File: config.mk
export PLATFORM = sky130hd
export DESIGN_NAME = yuv_to_rgb_pixel_pair_top
export DESIGN_NICKNAME = d
export VERILOG_FILES = /design/src/rtl/yrp_pkg.sv /design/src/rtl/yrp_front.sv /design/src/rtl/yrp_mult.sv /design/src/rtl/yrp_mix.sv /design/src/rtl/yrp_sat.sv /design/src/rtl/yuv_to_rgb_pixel_pair_top.sv
export SDC_FILE = /design/constraint.sdc
export NUM_CORES = 1
export LEC_CHECK = 0
export ABC_AREA = 1
export BUFFER_PORTS_ARGS = -buffer_cell sky130_fd_sc_hd__buf_2
export CAP_MARGIN = 25
export CORE_MARGIN = 3
export CORE_UTILIZATION = 45
export DETAILED_ROUTE_END_ITERATION = 16
export PLACE_DENSITY_LB_ADDON = 0.2
export SLEW_MARGIN = 15
export SYNTH_ARGS = -nofsm -noshare
export SYNTH_HDL_FRONTEND = slang
export SYNTH_SLANG_ARGS = --single-unit
File: constraint.sdc
create_clock -name clk_i -period 5.5 [get_ports clk_i]
set_input_delay 1.1 -clock clk_i [delete_from_list [all_inputs] [get_ports clk_i]]
set_output_delay 1.1 -clock clk_i [all_outputs]
set_load 0.005 [all_outputs]
File: src/rtl/yrp_pkg.sv
// Package for the YUV to RGB pixel pair converter.
// Holds widths, fixed-point coefficients and the word and stage types.
// No dependencies.
`default_nettype none

package yrp_pkg;

  localparam int SAMPLE_W  = 14;
  localparam int DEPTH_W   = 4;
  localparam int DOWN_W    = 3;
  localparam int RGB_W     = 8;
  localparam int FRAC_BITS = 10;

  localparam logic [DEPTH_W-1:0] DEPTH_MIN = 4'd8;
  localparam logic [DEPTH_W-1:0] DEPTH_MAX = 4'd14;
  localparam logic [DEPTH_W-1:0] DEPTH_RST = 4'd8;

  // centered chroma, one bit above a sample
  localparam int CHROMA_W = SAMPLE_W + 1;
  // coefficients are below 2^(FRAC_BITS+1), plus a sign bit
  localparam int CO_W     = FRAC_BITS + 2;
  localparam int PROD_W   = CHROMA_W + CO_W + 1;
  // luma plus a scaled chroma term, signed
  localparam int CH_W     = SAMPLE_W + 3;

  localparam logic signed [CO_W-1:0] COEF_RV = CO_W'((1403 << FRAC_BITS) / 1000);
  localparam logic signed [CO_W-1:0] COEF_GU = CO_W'((344 << FRAC_BITS) / 1000);
  localparam logic signed [CO_W-1:0] COEF_GV = CO_W'((714 << FRAC_BITS) / 1000);
  localparam logic signed [CO_W-1:0] COEF_BU = CO_W'((1770 << FRAC_BITS) / 1000);

  localparam logic [RGB_W-1:0] RGB_MAX = 8'd255;

  typedef struct packed {
    logic [SAMPLE_W-1:0] luma_first;
    logic [SAMPLE_W-1:0] luma_second;
    logic [SAMPLE_W-1:0] chroma_blue;
    logic [SAMPLE_W-1:0] chroma_red;
  } yuv_pair_t;

  typedef struct packed {
    logic [RGB_W-1:0] red_first;
    logic [RGB_W-1:0] green_first;
    logic [RGB_W-1:0] blue_first;
    logic [RGB_W-1:0] red_second;
    logic [RGB_W-1:0] green_second;
    logic [RGB_W-1:0] blue_second;
  } rgb_pair_t;

  // control that travels with every stage
  typedef struct packed {
    logic              valid;
    logic [DOWN_W-1:0] down;
  } ctl_t;

  typedef struct packed {
    logic [SAMPLE_W-1:0]        y0;
    logic [SAMPLE_W-1:0]        y1;
    logic signed [CHROMA_W-1:0] u;
    logic signed [CHROMA_W-1:0] v;
  } front_t;

  typedef struct packed {
    logic [SAMPLE_W-1:0]      y0;
    logic [SAMPLE_W-1:0]      y1;
    logic signed [PROD_W-1:0] pr;
    logic signed [PROD_W-1:0] pgu;
    logic signed [PROD_W-1:0] pgv;
    logic signed [PROD_W-1:0] pb;
  } prod_t;

  typedef struct packed {
    logic signed [CH_W-1:0] r0;
    logic signed [CH_W-1:0] g0;
    logic signed [CH_W-1:0] b0;
    logic signed [CH_W-1:0] r1;
    logic signed [CH_W-1:0] g1;
    logic signed [CH_W-1:0] b1;
  } chan_t;

endpackage

`default_nettype wire

File: src/rtl/yrp_front.sv
// Stage 1: masks samples to the sample depth and centers chroma.
// Depends on yrp_pkg.
`default_nettype none

module yrp_front (
  input  logic                        clk_i,
  input  logic                        rst_ni,
  input  logic                        valid_i,
  input  logic [yrp_pkg::DEPTH_W-1:0] depth_i,
  input  yrp_pkg::yuv_pair_t          pair_i,
  output yrp_pkg::ctl_t               ctl_o,
  output yrp_pkg::front_t             data_o
);
  import yrp_pkg::*;

  logic [SAMPLE_W:0]          one_sh;
  logic [SAMPLE_W-1:0]        mask;
  logic signed [CHROMA_W-1:0] offs;
  ctl_t                       ctl_d, ctl_q;
  front_t                     data_d, data_q;

  always_comb begin
    one_sh = (SAMPLE_W + 1)'(1) << depth_i;
    mask   = SAMPLE_W'(one_sh - 1'b1);
    offs   = CHROMA_W'(one_sh >> 1);
    data_d.y0 = pair_i.luma_first  & mask;
    data_d.y1 = pair_i.luma_second & mask;
    data_d.u  = $signed({1'b0, pair_i.chroma_blue & mask}) - offs;
    data_d.v  = $signed({1'b0, pair_i.chroma_red  & mask}) - offs;
    ctl_d.valid = valid_i;
    ctl_d.down  = DOWN_W'(depth_i - DEPTH_MIN);
  end

  always_ff @(posedge clk_i or negedge rst_ni) begin
    if (!rst_ni) begin
      ctl_q <= '0;
    end else begin
      ctl_q <= ctl_d;
    end
  end

  always_ff @(posedge clk_i) begin
    data_q <= data_d;
  end

  assign ctl_o  = ctl_q;
  assign data_o = data_q;

endmodule

`default_nettype wire

File: src/rtl/yrp_mult.sv
// Stage 2: the four chroma by coefficient products, registered.
// Depends on yrp_pkg.
`default_nettype none

module yrp_mult (
  input  logic            clk_i,
  input  logic            rst_ni,
  input  yrp_pkg::ctl_t   ctl_i,
  input  yrp_pkg::front_t data_i,
  output yrp_pkg::ctl_t   ctl_o,
  output yrp_pkg::prod_t  data_o
);
  import yrp_pkg::*;

  ctl_t  ctl_q;
  prod_t data_d, data_q;

  always_comb begin
    data_d.y0  = data_i.y0;
    data_d.y1  = data_i.y1;
    data_d.pr  = data_i.v * COEF_RV;
    data_d.pgu = data_i.u * COEF_GU;
    data_d.pgv = data_i.v * COEF_GV;
    data_d.pb  = data_i.u * COEF_BU;
  end

  always_ff @(posedge clk_i or negedge rst_ni) begin
    if (!rst_ni) begin
      ctl_q <= '0;
    end else begin
      ctl_q <= ctl_i;
    end
  end

  always_ff @(posedge clk_i) begin
    data_q <= data_d;
  end

  assign ctl_o  = ctl_q;
  assign data_o = data_q;

endmodule

`default_nettype wire

File: src/rtl/yrp_mix.sv
// Stage 3: scales the products back and adds them to both luma samples.
// Depends on yrp_pkg.
`default_nettype none

module yrp_mix (
  input  logic           clk_i,
  input  logic           rst_ni,
  input  yrp_pkg::ctl_t  ctl_i,
  input  yrp_pkg::prod_t data_i,
  output yrp_pkg::ctl_t  ctl_o,
  output yrp_pkg::chan_t data_o
);
  import yrp_pkg::*;

  logic signed [PROD_W-1:0] pg_sum;
  logic signed [CH_W-1:0]   cr, cg, cb, y0, y1;
  ctl_t                     ctl_q;
  chan_t                    data_d, data_q;

  always_comb begin
    pg_sum = data_i.pgu + data_i.pgv;
    cr = CH_W'(data_i.pr >>> FRAC_BITS);
    cg = CH_W'(pg_sum    >>> FRAC_BITS);
    cb = CH_W'(data_i.pb >>> FRAC_BITS);
    y0 = $signed({{(CH_W - SAMPLE_W){1'b0}}, data_i.y0});
    y1 = $signed({{(CH_W - SAMPLE_W){1'b0}}, data_i.y1});
    data_d.r0 = y0 + cr;
    data_d.g0 = y0 - cg;
    data_d.b0 = y0 + cb;
    data_d.r1 = y1 + cr;
    data_d.g1 = y1 - cg;
    data_d.b1 = y1 + cb;
  end

  always_ff @(posedge clk_i or negedge rst_ni) begin
    if (!rst_ni) begin
      ctl_q <= '0;
    end else begin
      ctl_q <= ctl_i;
    end
  end

  always_ff @(posedge clk_i) begin
    data_q <= data_d;
  end

  assign ctl_o  = ctl_q;
  assign data_o = data_q;

endmodule

`default_nettype wire

File: src/rtl/yrp_sat.sv
// Stage 4: shifts each channel down to eight bits and clamps to 0..255.
// Depends on yrp_pkg.
`default_nettype none

module yrp_sat (
  input  logic               clk_i,
  input  logic               rst_ni,
  input  yrp_pkg::ctl_t      ctl_i,
  input  yrp_pkg::chan_t     data_i,
  output logic               valid_o,
  output yrp_pkg::rgb_pair_t rgb_o
);
  import yrp_pkg::*;

  logic      valid_q;
  rgb_pair_t rgb_d, rgb_q;

  function automatic logic [RGB_W-1:0] clamp8(logic signed [CH_W-1:0] ch,
                                              logic [DOWN_W-1:0] down);
    logic signed [CH_W-1:0] sh;
    sh = ch >>> down;
    if (sh < 0) begin
      return '0;
    end else if (sh > $signed({1'b0, RGB_MAX})) begin
      return RGB_MAX;
    end else begin
      return sh[RGB_W-1:0];
    end
  endfunction

  always_comb begin
    rgb_d.red_first    = clamp8(data_i.r0, ctl_i.down);
    rgb_d.green_first  = clamp8(data_i.g0, ctl_i.down);
    rgb_d.blue_first   = clamp8(data_i.b0, ctl_i.down);
    rgb_d.red_second   = clamp8(data_i.r1, ctl_i.down);
    rgb_d.green_second = clamp8(data_i.g1, ctl_i.down);
    rgb_d.blue_second  = clamp8(data_i.b1, ctl_i.down);
  end

  always_ff @(posedge clk_i or negedge rst_ni) begin
    if (!rst_ni) begin
      valid_q <= 1'b0;
    end else begin
      valid_q <= ctl_i.valid;
    end
  end

  always_ff @(posedge clk_i) begin
    rgb_q <= rgb_d;
  end

  assign valid_o = valid_q;
  assign rgb_o   = rgb_q;

endmodule

`default_nettype wire

File: src/rtl/yuv_to_rgb_pixel_pair_top.sv
// Top level of the YUV to RGB pixel pair converter.
// Depends on yrp_pkg, yrp_front, yrp_mult, yrp_mix and yrp_sat.
//
// Converts one word per clock: two adjacent luma samples and their shared
// U/V pair become two 8-bit RGB triples (BT.601 style, 10-bit fixed point
// coefficients). A word is taken at every rising edge with start high;
// busy is always low, so a new word may follow in the very next cycle.
// Each result passes through the four register stages (mask/center,
// multiply, add, shift/clamp) and sits on rgb_o for one cycle with
// rgb_valid_o high. The receiver cannot hold results off, and results
// come out in the order words went in.
// sample_depth (8..14, reset 8) is written through cfg_we_i/cfg_wdata_i;
// values outside the range clamp on write. Write it only while no word is
// in flight.
`default_nettype none

module yuv_to_rgb_pixel_pair_top (
  input  logic                        clk_i,
  input  logic                        rst_ni,
  input  logic                        start,
  output logic                        busy,
  input  yrp_pkg::yuv_pair_t          pair_i,
  output logic                        rgb_valid_o,
  output yrp_pkg::rgb_pair_t          rgb_o,
  input  logic                        cfg_we_i,
  input  logic [yrp_pkg::DEPTH_W-1:0] cfg_wdata_i
);
  import yrp_pkg::*;

  logic [DEPTH_W-1:0] depth_d, depth_q;
  ctl_t               s1_ctl, s2_ctl, s3_ctl;
  front_t             s1_data;
  prod_t              s2_data;
  chan_t              s3_data;

  // Pipeline never stalls, so the block is never busy.
  assign busy = 1'b0;

  // Depth register, clamped into 8..14 on write.
  always_comb begin
    depth_d = depth_q;
    if (cfg_we_i) begin
      if (cfg_wdata_i < DEPTH_MIN) begin
        depth_d = DEPTH_MIN;
      end else if (cfg_wdata_i > DEPTH_MAX) begin
        depth_d = DEPTH_MAX;
      end else begin
        depth_d = cfg_wdata_i;
      end
    end
  end

  always_ff @(posedge clk_i or negedge rst_ni) begin
    if (!rst_ni) begin
      depth_q <= DEPTH_RST;
    end else begin
      depth_q <= depth_d;
    end
  end

  // Stage 1: mask to depth, center chroma; down-shift rides along.
  yrp_front u_front (
    .clk_i   (clk_i),
    .rst_ni  (rst_ni),
    .valid_i (start),
    .depth_i (depth_q),
    .pair_i  (pair_i),
    .ctl_o   (s1_ctl),
    .data_o  (s1_data)
  );

  // Stage 2: four chroma products.
  yrp_mult u_mult (
    .clk_i  (clk_i),
    .rst_ni (rst_ni),
    .ctl_i  (s1_ctl),
    .data_i (s1_data),
    .ctl_o  (s2_ctl),
    .data_o (s2_data)
  );

  // Stage 3: scale back and add to luma, six channels.
  yrp_mix u_mix (
    .clk_i  (clk_i),
    .rst_ni (rst_ni),
    .ctl_i  (s2_ctl),
    .data_i (s2_data),
    .ctl_o  (s3_ctl),
    .data_o (s3_data)
  );

  // Stage 4: down-shift and clamp into the output register.
  yrp_sat u_sat (
    .clk_i   (clk_i),
    .rst_ni  (rst_ni),
    .ctl_i   (s3_ctl),
    .data_i  (s3_data),
    .valid_o (rgb_valid_o),
    .rgb_o   (rgb_o)
  );

endmodule

`default_nettype wire

==> results.toml <==
[global_route]
grt_pass1_wl_um = 112000
gr-total-overflow = 0
grt_pass1_vias = 20900
use_met3 = 0.0269
grt-busiest-layer = "met2"
antenna_found_initial = 1
grt_max_degree = 88
grt_use_met1 = 0.315
gr-usage-all-layers = 0.224
grt.met2_usage = 0.357

[route]
vias = 21400
wl_per_cell_um = 16.4
detail-route-antenna-nets = 0
dr.first_iter.drc_count = 1165
drt-total-wl_um = 70400
post-route-drc-count = 0
viasPerCell = 4.98
dr.pass1.iters = 5

[die]
fp.dieW_um = 251
fp.coreArea_sq_mm = 0.0591
die_y_um = 251
dieArea_sq_mm = 0.0630
io_pins = 114
fp-row-count = 89
initial_utilization = 0.456

[synth]
synth_xor_area_frac = 0.0804
synthCells = 3382
synth_top_family_by_area = "adder cells"
syn-cell-area_sq_mm = 0.0270
synthAdderAreaFrac = 0.278
synth-seq-area-share = 0.246
synth.area.top_cells = "dfxtp_1 23%, ha_1 16%, fa_1 11%"
synth.net_count = 3953
synth.mux.area_fraction = 0.0237
syn_avg_cell_area_sq_um = 7.98
synthSimpleGateAreaFrac = 0.153
postSynthRegisterBits = 328
synth_area_leader_cell = "dfxtp_1"
synth_top_area_share = 0.231
synth_compound_area_frac = 0.121
synth_cell_type_count = 60
yosys_warnings = 0

[sta]
fin_crit_sh = 0.877
rsz0062_at_grt = "false"
tightest_slew_ps = 1010
maxSlewViolCount = 0
finalSetupTns_ps = 0
finalSetupViolCount = 0
finClkSkew_ps = 17.6
fin_ws_ps = 675
finalHoldViolCount = 0
fmax_ghz = 0.207
hold_slack_ps = 325
max_slew_margin = 0.330
fin_crit_ps = 4820

[layout]
final_common_cell = "inv_1"
nets = 4068
antenna_cells = 0
drive_gt1_frac = 0.0732
multi_input_area_sq_mm = 0.0177
n_fill_cell = 5847
final_cell_mix = "624 x inv_1, 581 x nand2_1, 354 x ha_1"
ff_latch_area_sq_mm = 0.00666
syn_to_final_growth_pct = 9.99

[clocking]
path_clk_slew_ps = 70
clock-sinks = 328
cts_tree = "built"
post-cts-setup-buffer-count = 0
clk_latency_ps = 560
cts_buffers = 38
cts-root-buf = "clkbuf_16"
htreeDepth = 2
cts-resized-gates = 0
cts_buffer_depth = 3
ctsHoldBuffers = 0

[setup_path]
r2r-end = "u_mult.data_o[50]"
r2r_slack_ps = 680
critical_path.max_fanout = 8
end_kind = "register"
worstSetupPathType = "register to register"
rr_worst_depth = 19
worstReg2RegStart = "u_front.data_o[7]"
worstPathArrival_ps = 5300
worstPathRequired_ps = 5970
crit_path_start_kind = "register"

[placement]
dp_worst_setup_slack_ps = 753
place_hpwl_um = 59900
gp_congestion = 0.952
portBuffers = 112

[status]
outcome = "finished, final reports clean"

[min_path]
worstHoldPathCells = 0
holdCritPathClass = "register to register"
min_from = "u_front.data_o[31]"
min_to = "u_mult.data_o[113]"

[run]
drv_cap = 0
## worst max-delay path by stage
stage / start / endpoint / slack, ps / cells past startpoint
final: u_front.data_o[7] / u_mult.data_o[50] / 680 / 19
after global routing: u_front.data_o[7] / u_mult.data_o[47] / 360 / 20
after CTS: u_front.data_o[7] / u_mult.data_o[50] / 710 / 19
after detailed placement: u_front.data_o[7] / u_mult.data_o[50] / 750 / 19
after global placement: u_front.data_o[7] / u_mult.data_o[110] / 820 / 17
after floorplan: u_front.data_o[14] / u_mult.data_o[110] / 920 / 19
## Yosys cell counts (all sizes together)
| master | count |
|---|---|
| or2 | 4 |
| nand2 | 607 |
| o21bai | 24 |
| dfrtp | 16 |
| buf | 33 |
| a22oi | 1 |
| a211oi | 6 |
| nand4 | 38 |
| o31ai | 3 |
| nor4 | 6 |
| fa | 153 |
| ha | 354 |
| dfstp | 1 |
| a21oi | 211 |
| xnor2 | 79 |
| a31oi | 15 |
| and2 | 3 |
| nor3 | 23 |
| a221oi | 6 |
| a21o | 26 |
| and3 | 1 |
| o211ai | 6 |
| o21ai | 259 |
| mux2i | 64 |
| conb | 1 |
| nor2 | 163 |
| nor3b | 1 |
| o21a | 5 |
| o41ai | 2 |
| o2111ai | 4 |
| a21boi | 16 |
| o22ai | 2 |
| dfxtp | 311 |
| clkbuf | 16 |
| nand3 | 125 |
| xor2 | 165 |
| inv | 632 |
## logic make-up after synthesis
| logic type | count (synthesis) |
|---|---|
| and+or+nand+nor | 971 |
| other | 1 |
| adders and majority gates | 507 |
| AOI/OAI and AO/OA | 586 |
| DFF | 328 |
| muxes | 64 |
| xor gates and xnor gates | 244 |
| buffers and inverters | 681 |
## metal layers
metal	part of all wire	wire, um	vias up
li1	-	-	11100
met1	0.49	34500	9713
met2	0.43	30400	487
met3	0.044	3090	102
met4	0.034	2420	0
met5	0	0	-
## critical path, stage by stage (launching register included)
cell and delay [ps]:
dfxtp_1 610, ha_1 400, xor2_1 180, ha_1 280, inv_1 50, fa_1 470
inv_1 50, fa_1 530, inv_1 50, fa_1 520, inv_1 40, ha_1 370
nand2_1 190, inv_1 70, a21oi_1 300, nand2_1 100, nand2_1 60, nand3_1 110
a31oi_1 200, xnor2_1 140
## flip-flops by register name, summed over array words and instances (netlist names)
register        flops
u_front.data_o     58
u_sat.valid_o       1
u_mult.ctl_o        4
u_mult.data_o     103
u_sat.rgb_o        48
depth_q             4
u_front.ctl_o       4
u_mix.data_o      102
u_mix.ctl_o         4
## stage by stage
stage / cell area [sq um] / utilization / instances
after floorplan: 27000 / - / 3382
after global placement: 28300 / 0.479 / 4229
after detailed placement: 28300 / 0.479 / 4229
after CTS: 29700 / 0.502 / 4297
after global routing: 29700 / 0.502 / 4298
final: 29700 / 0.502 / 4298
## area by class of cell
cell class,instances,share of cell area
inverter,632,0.0799
clock buffer,48,0.0350
clock inverter,20,0.00944
multi-input combinational,2373,0.596
sequential,328,0.224
tap,773,0.0326
timing repair buffer,124,0.0226
Power is left out: the tool's default activity adds up to more than one toggle a clock period on the data nets, which glitch-free logic cannot reach.
